### src/sv/spel_pkg.sv
// ----------------------------------------------------------------------------
// spel_pkg
// shared types, constants and codes of the stopping power energy loss block
// ----------------------------------------------------------------------------
package spel_pkg;

    localparam int DEF_TABLE_DEPTH = 64;
    localparam int DEF_FRAC_BITS   = 16;

    localparam int VAL_W     = 32;
    localparam int FUNC_W    = 2;
    localparam int TIDX_W    = 6;
    localparam int MASS_W    = 8;
    localparam int ECOUNT_W  = 7;
    localparam int STEP_W    = 16;

    localparam int CFG_INDEX_W = 1;
    localparam int CFG_DATA_W  = 16;

    localparam logic [CFG_INDEX_W-1:0] CFG_ENTRY_COUNT    = 1'd0;
    localparam logic [CFG_INDEX_W-1:0] CFG_STEP_THICKNESS = 1'd1;

    localparam logic [ECOUNT_W-1:0] ENTRY_COUNT_RST = 7'd2;
    localparam logic [STEP_W-1:0]   STEP_RST        = 16'd6554;

    typedef enum logic [FUNC_W-1:0] {
        FUNC_LOAD     = 2'd0,
        FUNC_RESIDUAL = 2'd1,
        FUNC_INITIAL  = 2'd2
    } func_t;

    typedef enum logic [4:0] {
        S_IDLE,
        S_RD_E0,
        S_RD_EL,
        S_CAP_EL,
        S_FWD,
        S_DIV_EPA,
        S_WAIT_EPA,
        S_RANGE,
        S_SRCH_RD,
        S_SRCH_CMP,
        S_BIN,
        S_LO_RD,
        S_HI_RD,
        S_HI_CAP,
        S_RATIO,
        S_WAIT_RATIO,
        S_MUL_INTERP,
        S_LOSS,
        S_MUL_CHANGE,
        S_UPDATE,
        S_NEXT,
        S_RES_ZERO,
        S_RES_OK,
        S_RES_ERR
    } state_t;

    typedef enum logic [2:0] {
        ADDR_ZERO,
        ADDR_LAST,
        ADDR_IDX,
        ADDR_BIN,
        ADDR_BIN1
    } addr_sel_t;

    typedef enum logic {
        DIV_EPA,
        DIV_RATIO
    } div_sel_t;

    typedef enum logic {
        MUL_INTERP,
        MUL_CHANGE
    } mul_sel_t;

    typedef enum logic [1:0] {
        RATIO_ZERO,
        RATIO_ONE,
        RATIO_DIV
    } ratio_sel_t;

    typedef enum logic [1:0] {
        RES_ZERO,
        RES_OK,
        RES_ERR
    } res_sel_t;

    typedef struct packed {
        logic       cap_in;
        logic       load_we;
        addr_sel_t  addr_sel;
        logic       cap_e0;
        logic       cap_elast;
        logic       div_start;
        div_sel_t   div_sel;
        logic       cap_epa;
        logic       idx_init;
        logic       idx_inc;
        logic       cap_bin;
        logic       cap_lo;
        logic       cap_hi;
        logic       cap_dl;
        logic       cap_ratio;
        ratio_sel_t ratio_sel;
        logic       cap_prod;
        mul_sel_t   mul_sel;
        logic       cap_loss;
        logic       upd_e;
        logic       rem_step;
        logic       res_write;
        res_sel_t   res_sel;
    } spel_cmd_t;

    typedef struct packed {
        logic div_done;
        logic fwd_err;
        logic range_err;
        logic srch_ge;
        logic srch_last;
        logic ratio_zero;
        logic ratio_one;
        logic last_slice;
        logic e_same;
        logic out_full;
    } spel_sts_t;

endpackage

### src/sv/spel_ctl.sv
// ----------------------------------------------------------------------------
// spel_ctl
// sequencer: load, slice loop, table search, interpolation and result steps
// ----------------------------------------------------------------------------
module spel_ctl (
    input  logic                         clk,
    input  logic                         rst_n,
    input  logic                         in_valid,
    input  logic [spel_pkg::FUNC_W-1:0]  in_func,
    input  spel_pkg::spel_sts_t          sts,
    output spel_pkg::spel_cmd_t          cmd,
    output logic                         in_ready
);
    import spel_pkg::*;

    state_t state_reg;
    state_t state_next;

    always_ff @(posedge clk or negedge rst_n)
    begin
        if (!rst_n)
            state_reg <= S_IDLE;
        else
            state_reg <= state_next;
    end

    always_comb
    begin
        state_next = state_reg;
        cmd        = '0;
        in_ready   = 1'b0;
        unique case (state_reg)
            S_IDLE:
            begin
                in_ready = 1'b1;
                if (in_valid)
                begin
                    cmd.cap_in = 1'b1;
                    if (in_func == FUNC_LOAD)
                    begin
                        cmd.load_we = 1'b1;
                        state_next  = S_RES_ZERO;
                    end
                    else if (in_func == FUNC_RESIDUAL || in_func == FUNC_INITIAL)
                        state_next = S_RD_E0;
                    else
                        state_next = S_RES_ZERO;
                end
            end
            S_RD_E0:
            begin
                cmd.addr_sel = ADDR_ZERO;
                state_next   = S_RD_EL;
            end
            S_RD_EL:
            begin
                cmd.addr_sel = ADDR_LAST;
                cmd.cap_e0   = 1'b1;
                state_next   = S_CAP_EL;
            end
            S_CAP_EL:
            begin
                cmd.cap_elast = 1'b1;
                state_next    = S_FWD;
            end
            S_FWD:
                state_next = sts.fwd_err ? S_RES_ERR : S_DIV_EPA;
            S_DIV_EPA:
            begin
                cmd.div_start = 1'b1;
                cmd.div_sel   = DIV_EPA;
                state_next    = S_WAIT_EPA;
            end
            S_WAIT_EPA:
            begin
                if (sts.div_done)
                begin
                    cmd.cap_epa = 1'b1;
                    state_next  = S_RANGE;
                end
            end
            S_RANGE:
            begin
                if (sts.range_err)
                    state_next = S_RES_ERR;
                else
                begin
                    cmd.idx_init = 1'b1;
                    state_next   = S_SRCH_RD;
                end
            end
            S_SRCH_RD:
            begin
                cmd.addr_sel = ADDR_IDX;
                state_next   = S_SRCH_CMP;
            end
            S_SRCH_CMP:
            begin
                if (sts.srch_ge)
                begin
                    cmd.idx_inc = 1'b1;
                    state_next  = sts.srch_last ? S_BIN : S_SRCH_RD;
                end
                else
                    state_next = S_BIN;
            end
            S_BIN:
            begin
                cmd.cap_bin = 1'b1;
                state_next  = S_LO_RD;
            end
            S_LO_RD:
            begin
                cmd.addr_sel = ADDR_BIN;
                state_next   = S_HI_RD;
            end
            S_HI_RD:
            begin
                cmd.addr_sel = ADDR_BIN1;
                cmd.cap_lo   = 1'b1;
                state_next   = S_HI_CAP;
            end
            S_HI_CAP:
            begin
                cmd.cap_hi = 1'b1;
                state_next = S_RATIO;
            end
            S_RATIO:
            begin
                cmd.cap_dl = 1'b1;
                priority if (sts.ratio_zero)
                begin
                    cmd.cap_ratio = 1'b1;
                    cmd.ratio_sel = RATIO_ZERO;
                    state_next    = S_MUL_INTERP;
                end
                else if (sts.ratio_one)
                begin
                    cmd.cap_ratio = 1'b1;
                    cmd.ratio_sel = RATIO_ONE;
                    state_next    = S_MUL_INTERP;
                end
                else
                begin
                    cmd.div_start = 1'b1;
                    cmd.div_sel   = DIV_RATIO;
                    state_next    = S_WAIT_RATIO;
                end
            end
            S_WAIT_RATIO:
            begin
                if (sts.div_done)
                begin
                    cmd.cap_ratio = 1'b1;
                    cmd.ratio_sel = RATIO_DIV;
                    state_next    = S_MUL_INTERP;
                end
            end
            S_MUL_INTERP:
            begin
                cmd.cap_prod = 1'b1;
                cmd.mul_sel  = MUL_INTERP;
                state_next   = S_LOSS;
            end
            S_LOSS:
            begin
                cmd.cap_loss = 1'b1;
                state_next   = S_MUL_CHANGE;
            end
            S_MUL_CHANGE:
            begin
                cmd.cap_prod = 1'b1;
                cmd.mul_sel  = MUL_CHANGE;
                state_next   = S_UPDATE;
            end
            S_UPDATE:
            begin
                cmd.upd_e  = 1'b1;
                state_next = S_NEXT;
            end
            S_NEXT:
            begin
                if (sts.last_slice || sts.e_same)
                    state_next = S_RES_OK;
                else
                begin
                    cmd.rem_step = 1'b1;
                    state_next   = S_DIV_EPA;
                end
            end
            S_RES_ZERO:
            begin
                if (!sts.out_full)
                begin
                    cmd.res_write = 1'b1;
                    cmd.res_sel   = RES_ZERO;
                    state_next    = S_IDLE;
                end
            end
            S_RES_OK:
            begin
                if (!sts.out_full)
                begin
                    cmd.res_write = 1'b1;
                    cmd.res_sel   = RES_OK;
                    state_next    = S_IDLE;
                end
            end
            S_RES_ERR:
            begin
                if (!sts.out_full)
                begin
                    cmd.res_write = 1'b1;
                    cmd.res_sel   = RES_ERR;
                    state_next    = S_IDLE;
                end
            end
            default:
                state_next = S_IDLE;
        endcase
    end

endmodule

### config.mk
export PLATFORM = sky130hd
export DESIGN_NAME = spel_ctl
export DESIGN_NICKNAME = d
export VERILOG_FILES = /design/src/sv/spel_pkg.sv /design/src/sv/spel_ctl.sv
export SDC_FILE = /design/constraint.sdc
export NUM_CORES = 1
export LEC_CHECK = 0
export BUFFER_PORTS_ARGS = -buffer_cell sky130_fd_sc_hd__buf_4
export CORE_UTILIZATION = 39
export DETAILED_ROUTE_END_ITERATION = 16
export PLACE_DENSITY = 0.75
export SYNTH_ARGS = -nofsm -noshare
export SYNTH_HDL_FRONTEND = slang
export SYNTH_SLANG_ARGS = --single-unit
export TNS_END_PERCENT = 20
### constraint.sdc
create_clock -name clk -period 1.5 [get_ports clk]
set_clock_uncertainty 0.1 [all_clocks]
set_input_delay 0.3 -clock clk [delete_from_list [all_inputs] [get_ports clk]]
set_output_delay 0.3 -clock clk [all_outputs]
set_load 0.02 [all_outputs]
==> results of run 1 <==
[kinds of logic after synthesis]
logic type	after synthesis	synth area share, %
flops	5	16.3
mux	1	1.47
fa+ha+maj	1	1.63
compound gates	30	28.8
buf+inv	14	7.84
xor+xnor	1	1.14
simple gates	59	42.8
[cell usage after synthesis, drive strengths merged, types with 2 or more instances]
cell,count,area [sq um]
and3,2,12.5
nand3b,2,15.0
buf,6,30.0
or3,3,23.8
nand2,5,18.8
inv,7,26.3
nor2,20,75.1
nor3b,4,30.0
dfrtp,5,125
nor3,6,30.0
nor2b,4,25.0
a211o,2,17.5
a21oi,7,35.0
nor4bb,2,20.0
nand2b,2,12.5
nand3,2,10.0
a211oi,2,20.0
o21ai,6,30.0
[metrics by stage]
stage          setup TNS [ps]  cell area [sq um]
2_1_floorplan           -3760                873
3_3_place_gp            -6650               1410
3_5_place_dp            -6900               1410
4_1_cts                -11790               1710
[timing repair]
action / CTS
setup endpoints to repair: 33
endpoints found under the hold margin: 5
buffers inserted: 12
pin swaps: 15
resized for setup: 38
hold buffers: 1
==> results.rst, run 1 <==
.. list-table::
   :header-rows: 1

   * - Metric
     - Value
   * - Warning count from the yosys run
     - 0
   * - Unique masters post-synth
     - 45
   * - Prevailing post-synth register cell
     - dfrtp_1
   * - Clock tree root driver cell
     - clkbuf_4
   * - Sink Count
     - 5
   * - Stage where the flow stopped
     - global routing (5_1_grt)
   * - Gpl congestion
     - 0.921
   * - Number of rows created at floorplan
     - 15
   * - Number of top-level pins
     - 43
   * - Share of synthesized flip-flops with an asynchronous set or reset
     - 100%
   * - Starting density of the core
     - 42.9%
   * - HPWL Detailed
     - 2430 microns
   * - Maximum level of the CTS H-tree
     - 1
   * - Result of the run
     - stopped before the end
   * - Place WS
     - -389 ps
   * - Cell Count Post-Placement
     - 204
   * - Syn Std Cell Area
     - about 770 sq um
   * - Total of buffers placed on input and output ports
     - 42
   * - Sequential-to-total area share from yosys stat
     - around 16%
   * - Net count of the mapped netlist
     - 127
   * - Syn Inst Count
     - ~110
   * - Error that stopped the run
     - [ERROR DPL-0038] Utilization greater than 100%, impossible to legalize
   * - Pin type at the end of the worst path
     - register data pin
   * - Die height
     - 46.3 microns
   * - Number of synthesized register bits
     - 5
   * - CTS buffer count
     - 3
   * - Synthesized area per cell
     - 6.90 sq um
   * - Maximum count of clock buffers along a single path
     - 2
   * - Width of the die
     - 46.3 microns
   * - Post-synth EDFFs
     - 0
   * - Largest net degree at the start of global routing
     - 8
   * - Worst-slack endpoint at the end of global-route timing repair
     - state_reg[1]$_DFFE_PN0P_/D
==> run 2, diff against run 1 <==
CORE_AREA = 2 2 63 65   (was not set)
CORE_UTILIZATION = not set   (was 39)
DIE_AREA = 0 0 65 67   (was not set)
PLACE_DENSITY = not set   (was 0.75)
PLACE_DENSITY_LB_ADDON = 0.15   (was not set)
clock period = 1.95 ns   (was 1.5 ns; I/O delays follow)
==> run 2 against run 1 <==
Against the previous run: the flow now finishes, with violations (setup timing); synthesized area is the same; synthesized cell count is the same.
==> results.rst, run 2 <==
.. list-table::
   :header-rows: 1

   * - Metric
     - Value
   * - Result of the run
     - finished, violations left
   * - Violations in the final reports
     - setup timing
   * - Width of the die
     - around 65 microns
   * - Non-filler instance count after layout
     - roughly 230
   * - Number of synthesized register bits
     - 5
   * - First-pass GRT wire length
     - 4790 microns
   * - Final cell utilization of the core
     - 44.1%
   * - Minimum hold slack
     - 400 ps
   * - Max frequency
     - 0.502 GHz
   * - Via Count
     - 1,082
   * - Place WS
     - 28.8 ps
   * - Longest individual stage delay on the worst path
     - 450 ps
   * - GRT Util Overall
     - 13.9%
   * - Worst-margin pin slew
     - 387 ps
   * - Period utilisation layout
     - 102%
   * - Post-placement cell area
     - 1250 sq um
   * - Maximum level of the CTS H-tree
     - 1
   * - Final setup viols
     - 13
   * - Detail Route Antenna Nets
     - 0
   * - Count of nets after finishing
     - 198
   * - HPWL Detailed
     - 2210 microns
   * - Unique masters post-synth
     - 45
   * - Synthesis-to-layout area growth
     - 108%
   * - Pwr/cell area
     - 1450 nW/um^2
   * - Die height
     - 67 microns
   * - Area of the multi-input gates
     - 702 sq um
   * - Worst setup margin
     - -43.9 ps
   * - Synthesized area per cell
     - 6.90 sq um
   * - Per-cell via count in the routed design
     - between 4 and 5
   * - Area share of the largest cell type after synthesis
     - 16.3%
   * - First-pass iteration count of the detailed router
     - 4
   * - Share of synthesized flip-flops with an asynchronous set or reset
     - 100%
   * - Leading post-synthesis cells by cell area
     - dfrtp_1 (16%), nor2_1 (9.8%), a21oi_1 (4.6%), buf_2 (3.9%), nor3_1 (3.9%)
   * - Critical Setup Path Class
     - flip-flop to output pin
   * - Total of buffers placed on input and output ports
     - 42
   * - Detail-routed net length per standard cell
     - 12.8 microns
   * - Synth top cells by count
     - nor2_1 (20), a21oi_1 (7), inv_1 (7)
   * - Net count of the mapped netlist
     - 127
   * - Fin crit period
     - 1990 ps
   * - Cell chain of the critical path
     - buf_6, or3b_4, nor2_1, buf_4
   * - Overall power
     - roughly 2.3 mW
   * - Worst-case headroom to the max-slew limit
     - between 70 and 80%
   * - Sequential-to-total area share from yosys stat
     - 16.3%
   * - CP Launch Type
     - flip-flop
   * - P_leak
     - around 0.73 nW
   * - Number of max-cap violations
     - 0
   * - Worst-case vdd ir drop
     - about 460 uV
   * - Clock tree root driver cell
     - clkbuf_8
   * - Number of cell instances on the worst register-to-register path
     - 5
   * - TritonCTS clock tree
     - yes
   * - Total length of routed wires
     - 2940 microns
   * - Syn Inst Count
     - ~110
   * - Gpl congestion
     - 0.883
   * - CTS buffer count
     - 3
   * - Number of flip-flops in the largest register
     - 5
   * - Maximum fanout encountered on the critical timing path
     - 6
   * - Slew Limit Fails
     - 0
   * - Total negative slack
     - -251 ps
   * - Antenna violations before repair
     - 0
   * - Worst min-delay path class
     - input pin to asynchronous set/reset pin
   * - Prevailing post-synth register cell
     - dfrtp_1
   * - DR iter-0 viols
     - 20
   * - Endpoint type of the worst setup path
     - output pin
   * - Maximum count of clock buffers along a single path
     - 2
   * - Warning count from the yosys run
     - 0
   * - Post-CTS clock slew at the launch and capture registers of the worst setup and hold paths
     - approximately 30 ps
   * - Total grt overflow
     - 0
   * - Die ar.
     - 4360 sq um
   * - Top library cells by usage in the layout, fill and taps aside
     - buf_4 (55), buf_6 (14), nor2_1 (12), inv_1 (7), nor2_2 (7)
   * - Antenna cell count
     - 0
   * - DRC errors left
     - 0
   * - Most numerous cell in the Yosys netlist
     - nor2_1
   * - Number of top-level pins
     - 43
   * - Syn Std Cell Area
     - 766 sq um
   * - Hold violation count in the final report
     - 0
   * - Data required, critical path
     - 1460 ps
   * - Unrepaired setup endpoints after global routing
     - yes
   * - Flip-flop and latch area
     - approximately 130 sq um
   * - Number of global-route vias before repair
     - 1,054
   * - Fill count
     - 381
   * - Critical-path top delay cell
     - dfrtp_2
   * - Cell Count Post-Placement
     - 212
   * - Share of layout cells above drive strength 1
     - 61.9%
   * - Std-Cell Core Area
     - 3610 sq um
   * - Clock latency on the worst-skew pair
     - 220 ps
   * - Worst endpoint data arrival time
     - 1500 ps
   * - Most common cell after layout, fill and taps aside
     - buf_4
   * - Starting density of the core
     - 21.2%
   * - Post-synth top area cell
     - dfrtp_1
   * - Post-synth EDFFs
     - 0
   * - Largest net degree at the start of global routing
     - 12
   * - Number of rows created at floorplan
     - 22
   * - Post-route cell area
     - 1590 sq um
   * - Sink Count
     - 5
## run 2: kinds of logic (layout without fill, tap and decap cells)
family | count (synthesis) | count (layout) | synth area share, %
buffers and inverters | 14 | 84 | 7.84
AO/OA/AOI/OAI | 30 | 30 | 28.8
AND/OR/NAND/NOR | 59 | 59 | 42.8
adder cells (fa/ha/maj) | 1 | 1 | 1.63
flip-flops | 5 | 5 | 16.3
multiplexers | 1 | 1 | 1.47
XOR/XNOR | 1 | 1 | 1.14
## run 2: critical path: cells and delay by family, from the launching register on
family | cells | cell delay [ps]
buffers and inverters | 2 | 300
DFF | 1 | 450
and+or+nand+nor | 2 | 540
## run 2: final timing paths
path	endpoint	slack, ps	from
max in group asynchronous	state_reg[2]	1230	rst_n
worst min register to register	state_reg[1]	510	state_reg[1]
worst max-delay path	cmd[6]	-40	state_reg[3]
min in group clk	state_reg[2]	460	in_valid
worst max register to register	state_reg[1]	50	state_reg[4]
worst min-delay path	state_reg[0]	400	rst_n
## run 2: layer usage
layer / wire [microns] / global-route usage (%) / part of all wire, %
met1: 1310 / 16.6 / 45
met2: 1500 / 25.6 / 51
met3: 125 / 1.86 / 4.3
met4: 0 / 4.52 / 0
met5: 0 / 0 / 0
## run 2: power by group
group / switching, mW / leakage (nW) / total, mW / internal [mW]
Combinational: 0.868 / 0.655 / 1.83 / 0.965
Sequential: 0.118 / 0.0562 / 0.286 / 0.168
Clock: 0.0483 / 0.0228 / 0.188 / 0.140
## run 2: timing repair
item	in CTS	in global routing
endpoints found under the hold margin	5	0
pin swaps	4	6
gates cloned	0	1
setup endpoints to repair	23	25
hold buffers	1	0
setup buffers	7	4
resized for setup	34	20
## run 2: cell type report
cell class,count,share of cell area (%)
Clock buffer,4,2.83
Inverter,7,1.65
Multi-Input combinational cell,92,44.1
Sequential cell,5,8.26
Tap cell,48,3.78
Timing Repair Buffer,73,39.3
Power figures use the tool's default switching activity.
==> run 3, diff against run 2 <==
REMOVE_ABC_BUFFERS = 1   (was not set)
==> run 3 against run 2 <==
Against the previous run: the flow still finishes with violations (setup timing); via count up 3.9%; wire length grew 12%; utilization decreased by 0.24 points; design area shrank 0.55%; power rose by 1.5%; register-to-register slack worse by 80 ps; sequential power decreased by 4%; clock-buffer cell count is the same; critical path depth did not move; sequential share of layout area hardly changed; largest power group unchanged.
==> results.rst, run 3 (synthesized netlist as in run 2, its figures left out) <==
.. list-table::
   :header-rows: 1

   * - Metric
     - Value
   * - Unrepaired setup endpoints after global routing
     - yes
   * - CTS buffer count
     - 3
   * - Post-CTS clock slew at the launch and capture registers of the worst setup and hold paths
     - 30 ps
   * - Worst-case vdd ir drop
     - around 660 uV
   * - Top library cells by usage in the layout, fill and taps aside
     - buf_4 (61), nor2_1 (13), buf_6 (11)
   * - Fin crit period
     - 2000 ps
   * - Antenna violations before repair
     - 0
   * - Die height
     - 67 microns
   * - Period utilisation layout
     - 102%
   * - Std-Cell Core Area
     - 3610 sq um
   * - Non-filler instance count after layout
     - 232
   * - Antenna cell count
     - 0
   * - Slew Limit Fails
     - 0
   * - Number of global-route vias before repair
     - 1,051
   * - Total length of routed wires
     - ~3300 microns
   * - Total of buffers placed on input and output ports
     - between 40 and 50
   * - Final cell utilization of the core
     - 43.9%
   * - Clock tree root driver cell
     - clkbuf_8
   * - Worst-margin pin slew
     - 354 ps
   * - Result of the run
     - finished, violations left
   * - Per-cell via count in the routed design
     - 4.84
   * - Detail Route Antenna Nets
     - 0
   * - Violations in the final reports
     - setup timing
   * - Max frequency
     - 0.501 GHz
   * - Sink Count
     - 5
   * - Final setup viols
     - 11
   * - DRC errors left
     - 0
   * - Clock latency on the worst-skew pair
     - 220 ps
   * - Count of nets after finishing
     - 201
   * - P_leak
     - around 0.74 nW
   * - Via Count
     - 1,124
   * - DR iter-0 viols
     - 34
   * - TritonCTS clock tree
     - yes
   * - Hold violation count in the final report
     - 0
   * - Critical-path top delay cell
     - dfrtp_2
   * - CP Launch Type
     - flip-flop
   * - Number of rows created at floorplan
     - 22
   * - First-pass iteration count of the detailed router
     - 4
   * - Worst min-delay path class
     - input pin to asynchronous set/reset pin
   * - Longest individual stage delay on the worst path
     - between 400 and 500 ps
   * - Data required, critical path
     - between 1000 and 1500 ps
   * - Gpl congestion
     - 0.791
   * - HPWL Detailed
     - between 2000 and 2500 microns
   * - Worst endpoint data arrival time
     - 1510 ps
   * - Total grt overflow
     - 0
   * - Worst-case headroom to the max-slew limit
     - 76.1%
   * - Synthesis-to-layout area growth
     - 107%
   * - Most common cell after layout, fill and taps aside
     - buf_4
   * - Overall power
     - around 2.3 mW
   * - Maximum count of clock buffers along a single path
     - 2
   * - Number of max-cap violations
     - 0
   * - Starting density of the core
     - 21.2%
   * - Largest net degree at the start of global routing
     - 14
   * - Critical Setup Path Class
     - flip-flop to output pin
   * - First-pass GRT wire length
     - 4990 microns
   * - Endpoint type of the worst setup path
     - output pin
   * - Die ar.
     - 4360 sq um
   * - Share of layout cells above drive strength 1
     - 61.4%
   * - Cell Count Post-Placement
     - ~210
   * - Number of flip-flops in the largest register
     - 5
   * - Detail-routed net length per standard cell
     - about 14 microns
   * - Pwr/cell area
     - 1480 nW/um^2
   * - GRT Util Overall
     - 14.6%
   * - Maximum level of the CTS H-tree
     - 1
   * - Number of top-level pins
     - 43
   * - Maximum fanout encountered on the critical timing path
     - 7
   * - Minimum hold slack
     - 406 ps
   * - Width of the die
     - 65 microns
   * - Worst setup margin
     - -45.3 ps
   * - Cell chain of the critical path
     - or3_4, nor2_4, and3_1, buf_4
[run 3: worst max-delay path: cells and delay by family, from the launching register on]
family,cells,cell delay [ps]
AND/OR/NAND/NOR,3,680
buffers and inverters,1,130
flip-flops,1,470
[run 3: what timing repair did]
action / 4_1_cts / 5_1_grt
pin swaps: 5 / 11
hold buffers: 1 / 0
resized for setup: 22 / 28
endpoints found under the setup margin: 24 / 21
hold endpoints to repair: 5 / 0
setup buffers: 4 / 14
[run 3: final cells by class]
| class | instances | area (sq um) |
|---|---|---|
| inverters | 7 | 26.3 |
| clock buffers | 4 | 45.0 |
| flip-flops and latches | 5 | 131 |
| fillers | 383 | 2020 |
| multi-input cells | 92 | 687 |
| repair buffers | 76 | 632 |
| well taps | 48 | 60.1 |
[run 3: metrics by stage]
| step | worst slack [ps] | setup TNS [ps] | cell area (sq um) |
|---|---|---|---|
| final | -45.3 | -237 | 1580 |
| after global routing | -123 | -1170 | 1580 |
| after CTS | -77.8 | -753 | 1370 |
| after detailed placement | 18.1 | 0 | 1220 |
| after global placement | 39.9 | 0 | 1220 |
| after floorplan | -200 | -615 | 732 |
[run 3: power breakdown]
group,internal [mW],switching [mW],leakage [nW]
clock,0.140,0.0483,0.0228
combinational,0.965,0.915,0.663
sequential,0.168,0.106,0.0562
[run 3: layer usage]
layer / vias up / routed length (microns) / GRT usage (%)
met5: - / 0 / 0
met4: 0 / 57 / 6.12
met2: 31 / 1650 / 25.4
met1: 528 / 1450 / 18.6
met3: 8 / 131 / 1.18
li1: 557 / - / -
[run 3: worst paths after layout]
| check | to | start | slack, ps | cells past startpoint |
|---|---|---|---|---|
| worst min register to register | state_reg[0] | state_reg[0] | 520 | 1 |
| worst max-delay path | cmd[25] | state_reg[3] | -50 | 4 |
| worst max register to register | state_reg[1] | state_reg[2] | -30 | 7 |
| max in group asynchronous | state_reg[4] | rst_n | 1220 | 2 |
| min in group clk | state_reg[2] | in_valid | 520 | 3 |
| worst min-delay path | state_reg[2] | rst_n | 410 | 2 |
==> run 4, diff against run 3 <==
CTS_BUF_LIST = sky130_fd_sc_hd__clkbuf_4 sky130_fd_sc_hd__clkbuf_8   (was not set)
==> run 4 against run 3 <==
Against the previous run: the flow still finishes with violations (setup timing); first-iteration DRC count decreased by 2.9%; design area increased by 0.24%; register-to-register slack about the same; via count increased by 0.18%; global-route usage unchanged; wire length about the same; cell count unchanged; critical endpoint unchanged.
==> results.rst, run 4 (synthesized netlist as in run 2, its figures left out) <==
.. list-table::
   :header-rows: 1

   * - Metric
     - Value
   * - Result of the run
     - finished, violations left
   * - Violations in the final reports
     - setup timing
   * - Worst min-delay path class
     - input pin to asynchronous set/reset pin
   * - Pwr/cell area
     - 1490 nW/um^2
   * - Maximum level of the CTS H-tree
     - 1
   * - Clock tree root driver cell
     - clkbuf_8
   * - Worst-case vdd ir drop
     - 664 uV
   * - Critical Setup Path Class
     - flip-flop to output pin
   * - Unrepaired setup endpoints after global routing
     - yes
   * - Reg2reg setup slack
     - -30 ps
   * - Total length of routed wires
     - 3290 microns
   * - First-pass iteration count of the detailed router
     - 4
   * - Endpoint type of the worst setup path
     - output pin
   * - Data required, critical path
     - 1460 ps
   * - Worst r2r dst
     - state_reg[1]
   * - Period utilisation layout
     - 102%
   * - Overall power
     - 2.36 mW
   * - Number of max-cap violations
     - 0
   * - Hold violation count in the final report
     - 0
   * - Per-cell via count in the routed design
     - between 4 and 5
   * - Antenna cell count
     - 0
   * - Place WS
     - 18.1 ps
   * - P_leak
     - roughly 0.75 nW
   * - Worst-case headroom to the max-slew limit
     - 76.1%
   * - DRC errors left
     - 0
   * - Maximum fanout encountered on the critical timing path
     - 7
   * - Share of layout cells above drive strength 1
     - roughly three fifths
   * - Antenna violations before repair
     - 0
   * - Post-CTS clock slew at the launch and capture registers of the worst setup and hold paths
     - ~30 ps
   * - Slew Limit Fails
     - 0
   * - Clock latency on the worst-skew pair
     - 220 ps
   * - Most common cell after layout, fill and taps aside
     - buf_4
   * - Longest individual stage delay on the worst path
     - 470 ps
   * - Cell Count Post-Placement
     - 209
   * - Number of global-route vias before repair
     - 1,051
   * - Maximum count of clock buffers along a single path
     - 2
   * - TritonCTS clock tree
     - yes
   * - First-pass GRT wire length
     - 4990 microns
   * - Starting density of the core
     - 21.2%
   * - Number of rows created at floorplan
     - 22
   * - Sink Count
     - 5
   * - Number of cell instances on the worst register-to-register path
     - 7
   * - Gpl congestion
     - 0.791
   * - Die ar.
     - 4360 sq um
   * - Detail-routed net length per standard cell
     - 14.2 microns
   * - Total of buffers placed on input and output ports
     - 42
   * - HPWL Detailed
     - 2300 microns
   * - Std-Cell Core Area
     - about 3600 sq um
   * - Critical-path top delay cell
     - dfrtp_2
   * - Worst endpoint data arrival time
     - between 1500 and 2000 ps
   * - Synthesis-to-layout area growth
     - 107%
   * - Top library cells by usage in the layout, fill and taps aside
     - buf_4 (61), nor2_1 (13), buf_6 (11)
   * - Non-filler instance count after layout
     - 232
   * - Final setup viols
     - 11
   * - Largest net degree at the start of global routing
     - 14
   * - Die height
     - 67 microns
   * - Width of the die
     - 65 microns
   * - Total grt overflow
     - 0
   * - Via Count
     - 1,126
   * - Detail Route Antenna Nets
     - 0
   * - CTS buffer count
     - 3
   * - Number of top-level pins
     - 43
   * - Worst setup margin
     - -45.2 ps
   * - CP Launch Type
     - flip-flop
   * - Max frequency
     - 0.501 GHz
   * - Fin crit period
     - about 2000 ps
   * - Cell chain of the critical path
     - or3_4, nor2_4, and3_1, buf_4
   * - Worst reg2reg path startpoint
     - state_reg[2]
   * - Count of nets after finishing
     - 201
   * - GRT Util Overall
     - 14.6%
   * - Worst-margin pin slew
     - 354 ps
   * - DR iter-0 viols
     - 33
   * - Number of flip-flops in the largest register
     - 5
run 4: worst max-delay path by stage:
stage                 startpoint           end  depth (start not counted)
CTS                 state_reg[3]        cmd[7]                          4
global placement    state_reg[3]        cmd[4]                          4
global route        state_reg[2]  state_reg[1]                          7
finish              state_reg[3]       cmd[25]                          4
detailed placement  state_reg[3]        cmd[7]                          4
floorplan           state_reg[2]       cmd[25]                          3
run 4: worst max-delay path, delay by kind of cell, from the launching register on:
| kind | cells | cell delay, ps |
|---|---|---|
| buffers and inverters | 1 | 130 |
| flip-flops | 1 | 470 |
| AND/OR/NAND/NOR | 3 | 680 |
run 4: cell type report:
type,count,area [sq um]
Timing Repair Buffer,76,632
Tap cell,48,60.1
Clock buffer,4,48.8
Sequential cell,5,131
Fill cell,382,2020
Multi-Input combinational cell,92,687
Inverter,7,26.3
run 4: what timing repair did:
action	CTS	global route
pin swaps	5	11
gates resized for setup	22	28
hold buffers	1	0
endpoints found under the hold margin	5	0
setup buffers	4	14
endpoints found under the setup margin	24	21
run 4: through the flow:
stage	setup TNS (ps)	area (sq um)	hold WS, ps	util (%)
2_1_floorplan	-615	732	-5.59	-
3_3_place_gp	0	1220	94.1	33.8
3_5_place_dp	0	1220	96.4	33.8
4_1_cts	-754	1370	403	38.0
5_1_grt	-1180	1590	412	44.0
6_report	-237	1590	406	44.0
run 4: layer usage:
layer	vias up	wire, microns	track usage [%]
li1	557	-	-
met2	31	1650	25.4
met4	0	57	6.12
met1	530	1460	18.6
met5	-	0	0
met3	8	131	1.18
run 4: power by group:
part           internal [mW]  switching (mW)
Clock                  0.154          0.0484
Combinational          0.965           0.915
Sequential             0.168           0.106
